--- config.mk ---
export PLATFORM = sky130hd
export DESIGN_NAME = error_window_budget_selector_core
export DESIGN_NICKNAME = d
export VERILOG_FILES = /design/src/sv/ewbs_pkg.sv /design/src/sv/ewbs_front.sv /design/src/sv/ewbs_queue.sv /design/src/sv/ewbs_back.sv /design/src/sv/error_window_budget_selector_core.sv
export SDC_FILE = /design/constraint.sdc
export NUM_CORES = 2
export LEC_CHECK = 0
export BUFFER_PORTS_ARGS = -buffer_cell sky130_fd_sc_hd__buf_4
export CAP_MARGIN = 20
export CORE_AREA = 4 4 382 384
export DETAILED_ROUTE_END_ITERATION = 10
export DIE_AREA = 0 0 386 388
export PLACE_DENSITY_LB_ADDON = 0.3
export SYNTH_ARGS = -nofsm -noshare
export SYNTH_HDL_FRONTEND = slang
export SYNTH_SLANG_ARGS = --single-unit
--- constraint.sdc ---
create_clock -name aclk -period 8 [get_ports aclk]
set_input_delay 1.2 -clock aclk [delete_from_list [all_inputs] [get_ports aclk]]
set_output_delay 1.2 -clock aclk [all_outputs]
set_load 0.02 [all_outputs]
--- src/sv/ewbs_pkg.sv ---
// Shared types and constants for the error window budget selector.
// Used by every module of the block; depends on nothing else.
`timescale 1ns / 1ps

package ewbs_pkg;

    localparam int ERR_W     = 32;
    localparam int LIMIT_W   = 16;
    localparam int BASE_W    = 32;
    localparam int LEVEL_W   = 2;
    localparam int PERIOD_W  = 30;
    localparam int RUNTIME_W = 33;
    localparam int OUT_SUM_W = 36;
    localparam int CFG_IDX_W = 8;
    localparam int CFG_DAT_W = 32;
    localparam int S_DATA_W  = 64;
    localparam int M_DATA_W  = 104;

    // Register indexes of the configuration port.
    localparam logic [CFG_IDX_W-1:0] REG_NOMINAL_RUNTIME = 8'd0;
    localparam logic [CFG_IDX_W-1:0] REG_LEVEL_ONE       = 8'd1;
    localparam logic [CFG_IDX_W-1:0] REG_LEVEL_TWO       = 8'd2;
    localparam logic [CFG_IDX_W-1:0] REG_LEVEL_THREE     = 8'd3;

    localparam logic [LIMIT_W-1:0] LEVEL_ONE_RESET   = 16'd20;
    localparam logic [LIMIT_W-1:0] LEVEL_TWO_RESET   = 16'd100;
    localparam logic [LIMIT_W-1:0] LEVEL_THREE_RESET = 16'd150;

    // Demand levels.
    localparam logic [LEVEL_W-1:0] LEVEL_LOW       = 2'd0;
    localparam logic [LEVEL_W-1:0] LEVEL_NORMAL    = 2'd1;
    localparam logic [LEVEL_W-1:0] LEVEL_HIGH      = 2'd2;
    localparam logic [LEVEL_W-1:0] LEVEL_VERY_HIGH = 2'd3;

    localparam logic [PERIOD_W-1:0] PERIOD_LOW       = 30'd800000000;
    localparam logic [PERIOD_W-1:0] PERIOD_NORMAL    = 30'd500000000;
    localparam logic [PERIOD_W-1:0] PERIOD_HIGH      = 30'd300000000;
    localparam logic [PERIOD_W-1:0] PERIOD_VERY_HIGH = 30'd200000000;

    // floor(x / 5) = (x * RECIP_FIVE) >> RECIP_SHIFT for every 32-bit x.
    localparam logic [31:0] RECIP_FIVE  = 32'hCCCC_CCCD;
    localparam int          RECIP_SHIFT = 34;

    localparam int QUEUE_DEPTH = 2;

    typedef struct packed {
        logic             report;
        logic [ERR_W-1:0] err;
    } ewbs_entry_t;

    typedef struct packed {
        logic full;
        logic empty;
        logic push;
        logic pop;
    } ewbs_q_status_t;

    typedef struct packed {
        logic [BASE_W-1:0]  nominal_runtime;
        logic [LIMIT_W-1:0] level_one_limit;
        logic [LIMIT_W-1:0] level_two_limit;
        logic [LIMIT_W-1:0] level_three_limit;
    } ewbs_cfg_t;

    typedef struct packed {
        logic [OUT_SUM_W-1:0] error_sum;
        logic [LEVEL_W-1:0]   level;
        logic [PERIOD_W-1:0]  period_ns;
        logic [RUNTIME_W-1:0] runtime_ns;
    } ewbs_result_t;

    typedef struct packed {
        logic busy;
        logic load;
    } ewbs_back_status_t;

endpackage

--- src/sv/ewbs_front.sv ---
// Front stage: accepts input items, classifies restart or report and forms
// the absolute error. Depends on ewbs_pkg.
`timescale 1ns / 1ps

module ewbs_front (
    input  logic                          aclk,
    input  logic                          aresetn,
    input  logic                          in_valid,
    output logic                          in_ready,
    input  logic                          in_mode,
    input  logic [ewbs_pkg::ERR_W-1:0]    in_expected,
    input  logic [ewbs_pkg::ERR_W-1:0]    in_actual,
    output logic                          push,
    output ewbs_pkg::ewbs_entry_t         push_entry,
    input  logic                          queue_full
);

    logic                  hold_vld_reg;
    ewbs_pkg::ewbs_entry_t hold_entry_reg;
    ewbs_pkg::ewbs_entry_t entry_next;
    logic [ewbs_pkg::ERR_W:0] diff;

    // A 33-bit signed difference always has a magnitude that fits in 32 bits.
    always_comb begin
        diff              = {in_expected[ewbs_pkg::ERR_W-1], in_expected}
                          - {in_actual[ewbs_pkg::ERR_W-1], in_actual};
        entry_next.report = in_mode;
        entry_next.err    = diff[ewbs_pkg::ERR_W] ? ewbs_pkg::ERR_W'(-diff)
                                                  : diff[ewbs_pkg::ERR_W-1:0];
    end

    assign in_ready   = !hold_vld_reg || !queue_full;
    assign push       = hold_vld_reg && !queue_full;
    assign push_entry = hold_entry_reg;

    always_ff @(posedge aclk) begin
        if (!aresetn) begin
            hold_vld_reg <= 1'b0;
        end else if (in_valid && in_ready) begin
            hold_vld_reg <= 1'b1;
        end else if (push) begin
            hold_vld_reg <= 1'b0;
        end
    end

    always_ff @(posedge aclk) begin
        if (in_valid && in_ready) begin
            hold_entry_reg <= entry_next;
        end
    end

endmodule

--- src/sv/ewbs_queue.sv ---
// Two-entry queue between the front and back stages.
// Depends on ewbs_pkg.
`timescale 1ns / 1ps

module ewbs_queue (
    input  logic                    aclk,
    input  logic                    aresetn,
    input  logic                    push,
    input  ewbs_pkg::ewbs_entry_t   push_entry,
    input  logic                    pop,
    output logic                    head_valid,
    output ewbs_pkg::ewbs_entry_t   head_entry,
    output ewbs_pkg::ewbs_q_status_t status
);

    localparam int PTR_W = $clog2(ewbs_pkg::QUEUE_DEPTH);
    localparam int CNT_W = $clog2(ewbs_pkg::QUEUE_DEPTH + 1);

    ewbs_pkg::ewbs_entry_t slots_reg [ewbs_pkg::QUEUE_DEPTH];
    logic [PTR_W-1:0] wr_ptr_reg;
    logic [PTR_W-1:0] rd_ptr_reg;
    logic [CNT_W-1:0] count_reg;
    logic             do_push;
    logic             do_pop;

    assign status.full  = (count_reg == CNT_W'(ewbs_pkg::QUEUE_DEPTH));
    assign status.empty = (count_reg == '0);
    assign do_push      = push && !status.full;
    assign do_pop       = pop && !status.empty;
    assign status.push  = do_push;
    assign status.pop   = do_pop;
    assign head_valid   = !status.empty;
    assign head_entry   = slots_reg[rd_ptr_reg];

    always_ff @(posedge aclk) begin
        if (!aresetn) begin
            wr_ptr_reg <= '0;
            rd_ptr_reg <= '0;
            count_reg  <= '0;
        end else begin
            if (do_push) begin
                wr_ptr_reg <= (wr_ptr_reg == PTR_W'(ewbs_pkg::QUEUE_DEPTH - 1))
                            ? '0 : wr_ptr_reg + 1'b1;
            end
            if (do_pop) begin
                rd_ptr_reg <= (rd_ptr_reg == PTR_W'(ewbs_pkg::QUEUE_DEPTH - 1))
                            ? '0 : rd_ptr_reg + 1'b1;
            end
            if (do_push && !do_pop) begin
                count_reg <= count_reg + 1'b1;
            end else if (do_pop && !do_push) begin
                count_reg <= count_reg - 1'b1;
            end
        end
    end

    always_ff @(posedge aclk) begin
        if (do_push) begin
            slots_reg[wr_ptr_reg] <= push_entry;
        end
    end

endmodule

--- src/sv/ewbs_back.sv ---
// Back stage: keeps the error window, sums it one slot a cycle, picks the
// demand level and scales the runtime. Depends on ewbs_pkg.
`timescale 1ns / 1ps

module ewbs_back #(
    parameter int WINDOW = 10
) (
    input  logic                        aclk,
    input  logic                        aresetn,
    input  ewbs_pkg::ewbs_cfg_t         cfg,
    input  logic                        head_valid,
    input  ewbs_pkg::ewbs_entry_t       head_entry,
    output logic                        pop,
    output logic                        out_valid,
    input  logic                        out_ready,
    output ewbs_pkg::ewbs_result_t      out_result,
    output ewbs_pkg::ewbs_back_status_t status
);

    localparam int IDX_W = (WINDOW > 1) ? $clog2(WINDOW) : 1;
    localparam int SUM_W = ewbs_pkg::ERR_W + $clog2(WINDOW);
    localparam int ACC_W = (SUM_W > ewbs_pkg::OUT_SUM_W) ? SUM_W : ewbs_pkg::OUT_SUM_W;
    localparam int PROD_W = 64;
    localparam int RECIP_SHIFT_L = ewbs_pkg::RECIP_SHIFT;

    typedef enum logic [1:0] {
        ST_IDLE,
        ST_SUM,
        ST_DRAIN,
        ST_FINISH
    } state_t;

    state_t                          state_reg;
    logic [WINDOW-1:0]               filled_reg;
    logic [IDX_W-1:0]                wr_slot_reg;
    logic [IDX_W-1:0]                rd_idx_reg;
    logic                            rd_vld_reg;
    logic                            rd_use_reg;
    logic [ewbs_pkg::ERR_W-1:0]      rd_data_reg;
    logic [ACC_W-1:0]                acc_reg;
    logic [PROD_W-1:0]               prod_reg;
    logic                            out_vld_reg;
    ewbs_pkg::ewbs_result_t          out_reg;
    logic [ewbs_pkg::ERR_W-1:0]      err_mem [WINDOW];

    logic                            mem_we;
    logic                            load;
    logic [IDX_W-1:0]                wr_slot_inc;
    logic [ewbs_pkg::BASE_W-3:0]     fifth;
    logic [ewbs_pkg::BASE_W-4:0]     tenth;
    logic [ewbs_pkg::RUNTIME_W-1:0]  base_ext;
    ewbs_pkg::ewbs_result_t          result_next;

    assign pop         = (state_reg == ST_IDLE) && head_valid;
    assign mem_we      = pop && head_entry.report;
    assign load        = (state_reg == ST_FINISH) && (!out_vld_reg || out_ready);
    assign wr_slot_inc = (wr_slot_reg == IDX_W'(WINDOW - 1)) ? '0 : wr_slot_reg + 1'b1;
    assign out_valid   = out_vld_reg;
    assign out_result  = out_reg;
    assign status.busy = (state_reg != ST_IDLE);
    assign status.load = load;

    // The runtime steps of 110 and 120 percent add a tenth or a fifth of base.
    always_comb begin
        fifth    = prod_reg[PROD_W-1:RECIP_SHIFT_L];
        tenth    = fifth[ewbs_pkg::BASE_W-3:1];
        base_ext = {1'b0, cfg.nominal_runtime};
        result_next.error_sum = (acc_reg > ACC_W'({ewbs_pkg::OUT_SUM_W{1'b1}}))
                              ? {ewbs_pkg::OUT_SUM_W{1'b1}}
                              : acc_reg[ewbs_pkg::OUT_SUM_W-1:0];
        if (acc_reg < ACC_W'(cfg.level_one_limit)) begin
            result_next.level      = ewbs_pkg::LEVEL_LOW;
            result_next.period_ns  = ewbs_pkg::PERIOD_LOW;
            result_next.runtime_ns = base_ext >> 1;
        end else if (acc_reg < ACC_W'(cfg.level_two_limit)) begin
            result_next.level      = ewbs_pkg::LEVEL_NORMAL;
            result_next.period_ns  = ewbs_pkg::PERIOD_NORMAL;
            result_next.runtime_ns = base_ext;
        end else if (acc_reg < ACC_W'(cfg.level_three_limit)) begin
            result_next.level      = ewbs_pkg::LEVEL_HIGH;
            result_next.period_ns  = ewbs_pkg::PERIOD_HIGH;
            result_next.runtime_ns = base_ext + ewbs_pkg::RUNTIME_W'(tenth);
        end else begin
            result_next.level      = ewbs_pkg::LEVEL_VERY_HIGH;
            result_next.period_ns  = ewbs_pkg::PERIOD_VERY_HIGH;
            result_next.runtime_ns = base_ext + ewbs_pkg::RUNTIME_W'(fifth);
        end
    end

    always_ff @(posedge aclk) begin
        if (mem_we) begin
            err_mem[wr_slot_reg] <= head_entry.err;
        end
        rd_data_reg <= err_mem[rd_idx_reg];
    end

    always_ff @(posedge aclk) begin
        if (!aresetn) begin
            state_reg   <= ST_IDLE;
            filled_reg  <= '0;
            wr_slot_reg <= '0;
            rd_idx_reg  <= '0;
            rd_vld_reg  <= 1'b0;
            rd_use_reg  <= 1'b0;
            acc_reg     <= '0;
            out_vld_reg <= 1'b0;
        end else begin
            if (rd_vld_reg && rd_use_reg) begin
                acc_reg <= acc_reg + ACC_W'(rd_data_reg);
            end
            if (load) begin
                out_vld_reg <= 1'b1;
                out_reg     <= result_next;
            end else if (out_ready) begin
                out_vld_reg <= 1'b0;
            end
            case (state_reg)
                ST_IDLE: begin
                    rd_vld_reg <= 1'b0;
                    if (pop) begin
                        if (head_entry.report) begin
                            filled_reg[wr_slot_reg] <= 1'b1;
                            wr_slot_reg             <= wr_slot_inc;
                            rd_idx_reg              <= '0;
                            acc_reg                 <= '0;
                            state_reg               <= ST_SUM;
                        end else begin
                            filled_reg  <= '0;
                            wr_slot_reg <= '0;
                        end
                    end
                end
                ST_SUM: begin
                    // The memory read issued here lands in rd_data_reg next cycle.
                    rd_vld_reg <= 1'b1;
                    rd_use_reg <= filled_reg[rd_idx_reg];
                    if (rd_idx_reg == IDX_W'(WINDOW - 1)) begin
                        state_reg <= ST_DRAIN;
                    end else begin
                        rd_idx_reg <= rd_idx_reg + 1'b1;
                    end
                end
                ST_DRAIN: begin
                    rd_vld_reg <= 1'b0;
                    prod_reg   <= PROD_W'(cfg.nominal_runtime) * PROD_W'(ewbs_pkg::RECIP_FIVE);
                    state_reg  <= ST_FINISH;
                end
                ST_FINISH: begin
                    if (load) begin
                        state_reg <= ST_IDLE;
                    end
                end
                default: begin
                    state_reg <= ST_IDLE;
                end
            endcase
        end
    end

endmodule

--- src/sv/error_window_budget_selector_core.sv ---
// Error window budget selector: an adaptive scheduling controller.
//
// Input channel (s_): tuser carries the mode (0 restart, 1 report), tdata the
// expected and actual values. A restart clears the error history and gives no
// item on the output; a report stores |expected - actual| in a ring of WINDOW
// slots and yields one output item with the window sum, the demand level,
// its fixed period and the scaled runtime.
// Configuration channel (cfg_): cfg_index picks the register, cfg_data holds
// the value; cfg_ready is always high. Write only while the block is idle.
//
// Timing: an item passes the front register into the queue; the back stage then
// writes a report into the error memory, reads one slot of the window per cycle
// from that memory and sums it, then drains and finishes, while a restart is
// handled in the idle state alone.
// A two-entry queue parts front and back, so new items are accepted while the
// back stage works or while a result waits in the output register.
// When the receiver stalls the output item holds; once the queue and front
// register are full, s_tready drops. Reset empties the history and loads the
// register defaults. Depends on ewbs_pkg, ewbs_front, ewbs_queue, ewbs_back.
`timescale 1ns / 1ps

module error_window_budget_selector_core #(
    parameter int WINDOW = 10
) (
    input  logic                               aclk,
    input  logic                               aresetn,
    input  logic                               s_tvalid,
    output logic                               s_tready,
    // [31:0] expected_value, [63:32] actual_value
    input  logic [ewbs_pkg::S_DATA_W-1:0]      s_tdata,
    // [0] mode
    input  logic                               s_tuser,
    output logic                               m_tvalid,
    input  logic                               m_tready,
    // [35:0] error_sum, [37:36] level, [67:38] period_ns, [100:68] runtime_ns
    output logic [ewbs_pkg::M_DATA_W-1:0]      m_tdata,
    input  logic                               cfg_valid,
    output logic                               cfg_ready,
    input  logic [ewbs_pkg::CFG_IDX_W-1:0]     cfg_index,
    input  logic [ewbs_pkg::CFG_DAT_W-1:0]     cfg_data
);

    ewbs_pkg::ewbs_cfg_t          cfg_reg;
    logic                         push;
    ewbs_pkg::ewbs_entry_t        push_entry;
    logic                         pop;
    logic                         head_valid;
    ewbs_pkg::ewbs_entry_t        head_entry;
    ewbs_pkg::ewbs_q_status_t     q_status;
    ewbs_pkg::ewbs_back_status_t  back_status;
    ewbs_pkg::ewbs_result_t       result;

    assign cfg_ready = 1'b1;

    always_ff @(posedge aclk) begin
        if (!aresetn) begin
            cfg_reg.nominal_runtime   <= '0;
            cfg_reg.level_one_limit   <= ewbs_pkg::LEVEL_ONE_RESET;
            cfg_reg.level_two_limit   <= ewbs_pkg::LEVEL_TWO_RESET;
            cfg_reg.level_three_limit <= ewbs_pkg::LEVEL_THREE_RESET;
        end else if (cfg_valid && cfg_ready) begin
            case (cfg_index)
                ewbs_pkg::REG_NOMINAL_RUNTIME: cfg_reg.nominal_runtime <= cfg_data;
                ewbs_pkg::REG_LEVEL_ONE:
                    cfg_reg.level_one_limit <= cfg_data[ewbs_pkg::LIMIT_W-1:0];
                ewbs_pkg::REG_LEVEL_TWO:
                    cfg_reg.level_two_limit <= cfg_data[ewbs_pkg::LIMIT_W-1:0];
                ewbs_pkg::REG_LEVEL_THREE:
                    cfg_reg.level_three_limit <= cfg_data[ewbs_pkg::LIMIT_W-1:0];
                default: begin
                end
            endcase
        end
    end

    ewbs_front u_front (
        .aclk        (aclk),
        .aresetn     (aresetn),
        .in_valid    (s_tvalid),
        .in_ready    (s_tready),
        .in_mode     (s_tuser),
        .in_expected (s_tdata[31:0]),
        .in_actual   (s_tdata[63:32]),
        .push        (push),
        .push_entry  (push_entry),
        .queue_full  (q_status.full)
    );

    ewbs_queue u_queue (
        .aclk       (aclk),
        .aresetn    (aresetn),
        .push       (push),
        .push_entry (push_entry),
        .pop        (pop),
        .head_valid (head_valid),
        .head_entry (head_entry),
        .status     (q_status)
    );

    ewbs_back #(
        .WINDOW (WINDOW)
    ) u_back (
        .aclk       (aclk),
        .aresetn    (aresetn),
        .cfg        (cfg_reg),
        .head_valid (head_valid),
        .head_entry (head_entry),
        .pop        (pop),
        .out_valid  (m_tvalid),
        .out_ready  (m_tready),
        .out_result (result),
        .status     (back_status)
    );

    assign m_tdata = {3'b000, result.runtime_ns, result.period_ns,
                      result.level, result.error_sum};

    // The back stage takes a queue entry only when it has nothing in hand.
    a_pop_when_idle: assert property (@(posedge aclk) disable iff (!aresetn)
        q_status.pop |-> !back_status.busy)
        else $error("back stage popped the queue while busy");

    // The front never pushes into a full queue.
    a_no_push_full: assert property (@(posedge aclk) disable iff (!aresetn)
        push |-> !q_status.full)
        else $error("push into a full queue");

    // A result appears only after the back stage finished a report.
    a_result_source: assert property (@(posedge aclk) disable iff (!aresetn)
        $rose(m_tvalid) |-> $past(back_status.load))
        else $error("output item appeared without a finished report");

    // Loading a result while the old one still waits would lose an item.
    a_no_overwrite: assert property (@(posedge aclk) disable iff (!aresetn)
        (m_tvalid && !m_tready) |-> !back_status.load)
        else $error("output register overwritten while stalled");

endmodule
; Word-level counts from Yosys, hierarchy flattened
; Memory sizes are Yosys's and may differ from the RTL's. A register that Yosys moved wholly into a read port is not among the register bits.
; Index checks and enable logic that the tools add are counted.
[word_totals]
register_bits = 342
ramBits = 386
elab_cells = 140
mem_count = 2
[memory_table]
columns = name, depth, word_bits, rd, rd_clocked_by_memory_dff, wr, line_no
row1 = u_back.err_mem, 10, 32, 1, 1, 1, ewbs_back.sv:44  ; logic [ewbs_pkg::ERR_W-1:0] err_mem [WINDOW];
row2 = u_queue.slots_reg, 2, 33, 1, 1, 1, ewbs_queue.sv:19  ; ewbs_pkg::ewbs_entry_t slots_reg [ewbs_pkg::QUEUE_DEPTH];
[op_classes]
addsub = 11
mul = 1
order_cmp = 7
n_eq_ne = 14
mux = 39
bitwise_logic = 1
n_reduce_logical = 38
[op_table]
columns = cell, n
row1 = two-way mux 36 bit, 4
row2 = two-way mux 64 bit, 2
row3 = less-than comparator 36 x 16 -> 1 bit, 3
row4 = multiplier 32 x 32 -> 64 bit (second input constant), 1
row5 = adder 36 x 32 -> 36 bit, 1
row6 = > comparator 36 bit (second input constant), 1
row7 = adder 32 x 29 -> 33 bit, 1
row8 = adder 32 x 30 -> 33 bit, 1
row9 = subtractor 32 x 32 -> 33 bit, 1
row10 = two-way mux 32 bit, 1
row11 = negator 32 bit, 1
row12 = two-way mux 31 bit, 1
row13 = two-way mux 4 bit, 5
row14 = == test 8 x 2 -> 1 bit (second input constant), 2
row15 = two-way mux 1 bit, 14
row16 = AND reduction 2 bit, 7
row17 = two-way mux 2 bit, 6
row18 = logical AND 1 bit, 11
row19 = less-than comparator 4 x 5 -> 1 bit (second input constant), 2
row20 = two-way mux 10 bit, 1
row21 = OR 10 bit, 1
row22 = nonzero test 2 bit, 5
row23 = adder 4 x 1 -> 4 bit (second input constant), 2
row24 = == test 4 bit (second input constant), 2
row25 = 20 further kinds, 35

; Longest topological paths before layout
[logic_depth]
depth_word = 8
depth_mapped = 27
ltp_nobuf = 27

; Cells and area by module
; Synthesis repeated with hierarchy kept, for this count alone.
[unflattened]
cells_unflattened = 4395
hier_area_um2 = 50348.3
[modules_own_cells]
columns = module, n_inst, cells_per_inst, area_per_inst_um2
row1 = ewbs_back, 1, 3451, 40417.5
row2 = ewbs_front, 1, 500, 4100.2
row3 = error_window_budget_selector_core, 1, 312, 3194.3
row4 = ewbs_queue, 1, 132, 2636.3

; Least setup slack after synthesis
; Ideal clock, no wire load.
[synth_timing]
path_type = register -> register
startpoint = register cfg_reg[58] (netlist name)
endpoint = register u_back.prod_reg[63], data pin
setup_time_ns = 0.271
arrival_time_ns = 7.145
required_ns = 7.729
setup_slack_ns = 0.584
stages_incl_launch_ff = 27
path_buffers = 1
path_cell_list = dfxtp_1 -> ha_1 -> clkbuf_1 -> xor2_1 -> ha_1 -> fa_1 -> inv_1 -> fa_1 -> fa_1 -> inv_1 -> fa_1 -> fa_1 -> inv_1 -> fa_1 -> inv_1 -> ha_1 -> a21oi_1 -> nor2_1 -> or4_1 -> a31oi_1 -> o21ai_0 -> o21ai_1 -> a211oi_1 -> o31ai_1 -> nor2_1 -> a2111oi_0 -> xnor2_1
[synth_via]
elab_chain_len = 1
[synth_lines]
columns = element, line_no
row1 = start: declaration, error_window_budget_selector_core.sv:43  ; ewbs_pkg::ewbs_cfg_t cfg_reg;
row2 = multiplier 32 x 32 -> 64 bit, ewbs_back.sv:145  ; prod_reg <= PROD_W'(cfg.nominal_runtime) * PROD_W'(ewbs_pkg::RECIP_FIVE);
row3 = end signal: assignment, ewbs_back.sv:145
row4 = end: declaration, ewbs_back.sv:41  ; logic [PROD_W-1:0] prod_reg;
; Every way passes these cells.
; A chain may end at the register's enable or synchronous reset.

; Worst setup path in the final report
[layout_timing]
startpoint = register cfg_reg[56] (netlist name)
endpoint = register u_back.prod_reg[63], data pin
; The elaborated chain is that of the path after synthesis.

==> results.tsv <==
metric	value	unit
clock-root-buffer	clkbuf_16	
yosysWarnings	0	
cp-start-kind	flip-flop	
syn_avg_cell_area	11.5	um2
die-area	150000	um2
clockBufferDepth	3	
utilization	0.401	
final_cells	6643	
path_delay_family	adder cells	
clkTransAtPathRegs	60	ps
die_h	388	um
slew_viol_final	0	
area_growth	15.7	%
initial_core_util	0.347	
cts_tree	done	
post-route-period-util	0.957	
drive_gt1_frac	0.163	
clkLatencyLatePin	700	ps
end_kind	flip-flop	
io_buffers	199	
synth.distinct_cells	86	
skew	56.6	ps
hold-worst-slack	439	ps
antenna_found_initial	7	
fill_cells	13698	
cp_max_fo	5	
path_class	reg -> reg	
gp_congestion	0.930	
drv_cap	0	
tns	0	ps
largest_reg_flops	320	
synth_flop_cell	edfxtp_1	
dp_cells	6497	
grt_use_total	0.181	
wl_per_cell	20.3	um
boundaryPins	217	
rows	139	
ys_seq_area_frac	0.392	
clock_sinks	705	
wl	135000	um
die_w	386	um
synth_edf_count	528	
critPathMostFrequentCell	fa_1	
antenna_left	0	
nets	5665	
async_flop_share	0	
fmax	0.131	GHz
powerDensity	189	nW/um2
path_buf_inv	8	
synthCells	4309	
crit_slowest_cell	fa_1	
setup_violations	0	
required	8430	ps
grt_pass1_wl	206000	um
period_minus_slack	7660	ps
power.total	10.8	mW
p_leak	25.7	nW
hold_viol_final	0	
grt_pass1_vias	33502	
numCtsBuffers	78	
hpwl	106000	um
grt_remaining_overflow	0	
drt_iter0_markers	1922	
worst_slew_pin_slew	1040	ps
slew_headroom	0.304	
arrival	8080	ps
synthesis.area	49500	um2
drt-pass1-iter-count	5	
run_status	completed	
core_area	143000	um2
grt_max_degree	69	
ys_ff_latch	705	
hp-class	reg -> reg	
vias_per_cell	4.86	
drc	0	
cpPeakStageDelay	590	ps
cts_hold_buf	0	
ir_drop	0.179	mV
routed-via-count	32275	
h-tree-depth	3	
rsz0062_at_grt	no	
==> area by class of cell <==
| cell class | count | area [um2] | share of cell area |
|---|---|---|---|
| well taps | 1903 | 2380 | 0.0416 |
| clock inverters | 50 | 508 | 0.00887 |
| flip-flops and latches | 705 | 19400 | 0.339 |
| inverters | 708 | 2660 | 0.0464 |
| diodes | 2 | 5.00 | 0.0000874 |
| clock buffers | 94 | 2060 | 0.0360 |
| repair buffers | 445 | 3340 | 0.0583 |
| multi-input cells | 2736 | 26900 | 0.470 |
==> through the flow <==
step | setup slack (ps) | area (um2)
finish | 345 | 57300
CTS | 39.9 | 57200
floorplan | 584 | 49600
global route | 21.7 | 57300
detailed placement | -97.8 | 54600
global placement | 58.5 | 54600
==> synthesized netlist by cell type (6+ instances only) <==
library cell | count | share of area
o21a_1 | 30 | 0.0045
ha_1 | 492 | 0.12
inv_1 | 707 | 0.054
nor3_1 | 29 | 0.0029
nand4_1 | 19 | 0.0024
or2_2 | 12 | 0.0015
dfxtp_1 | 177 | 0.072
buf_4 | 26 | 0.0039
and3_1 | 27 | 0.0034
a211oi_1 | 55 | 0.0083
xnor2_1 | 102 | 0.018
mux2_2 | 74 | 0.017
edfxtp_1 | 528 | 0.32
o211ai_1 | 26 | 0.0039
a21boi_0 | 72 | 0.011
clkbuf_1 | 135 | 0.010
nand3b_1 | 8 | 0.0012
xor2_1 | 84 | 0.015
a31oi_1 | 14 | 0.0018
fa_1 | 389 | 0.16
a211o_1 | 9 | 0.0016
o21ai_0 | 110 | 0.011
a21oi_1 | 227 | 0.023
nor2b_1 | 49 | 0.0062
or3_1 | 13 | 0.0016
o31ai_1 | 7 | 0.0011
nor4_1 | 7 | 0.00088
nand2_1 | 323 | 0.024
mux4_2 | 66 | 0.030
buf_1 | 10 | 0.00076
a21o_1 | 113 | 0.017
nand2b_1 | 25 | 0.0032
o21bai_1 | 28 | 0.0042
nand3_1 | 34 | 0.0034
and2_1 | 19 | 0.0024
mux2i_1 | 43 | 0.0087
a2111oi_0 | 6 | 0.0011
nor2_1 | 116 | 0.0088
==> placed cells by master (no fill, tap or decap), types with 16 or more instances in the layout <==
cell         n
and2_1      19
clkinv_1    16
nand2_1    323
nor2b_1     49
mux2i_1     43
nand3_1     34
a211oi_1    54
xor2_1      84
o21bai_1    28
nand2b_1    25
mux2_2      74
xnor2_1    102
nand4_1     19
mux4_2      66
buf_4      445
a21oi_1    226
nor2_1     107
dfxtp_1    170
clkbuf_16   79
conb_1      17
a21boi_0    72
a21o_1     113
fa_1       389
and3_1      27
o21ai_0    110
o21a_1      30
ha_1       492
nor3_1      26
edfxtp_1   528
o211ai_1    26
inv_1      707
==> layer usage <==
metal,track usage,share of wire,up-vias
met1,0.258,0.46,15958
met4,0.0336,0.016,0
met2,0.292,0.46,731
li1,-,-,15455
met5,0,0,-
met3,0.0327,0.059,131
==> worst paths after layout <==
path                                             start  slack, ps  depth (start not counted)                  endpoint
worst min-delay path            u_front.push_entry[23]        440                          0  u_queue.slots_reg[1][23]
worst max-delay path                       cfg_reg[56]        340                         26       u_back.prod_reg[63]
worst min register to register  u_front.push_entry[23]        440                          0  u_queue.slots_reg[1][23]
worst max register to register             cfg_reg[56]        340                         26       u_back.prod_reg[63]
==> power breakdown <==
group	switching [mW]	internal [mW]
Clock	1.57	2.00
Combinational	1.60	1.07
Sequential	0.151	4.41
==> what timing repair did <==
item,in CTS,in global routing
buffers inserted,0,0
resized for setup,3,8
pin swaps,0,2
endpoints found under the setup margin,1,8
==> cells by family (layout without fill, tap and decap cells) <==
group | Yosys count | count (layout) | synth area share
buffers and inverters | 883 | 1297 | 0.0690
multiplexers | 183 | 183 | 0.0555
flip-flops | 705 | 705 | 0.392
AND/OR/NAND/NOR | 707 | 707 | 0.0676
other | 2 | 19 | 0.000152
adder cells (fa/ha/maj) | 881 | 881 | 0.282
AO/OA/AOI/OAI | 762 | 762 | 0.101
XOR/XNOR | 186 | 186 | 0.0329
(Power assumes the default switching activity.)
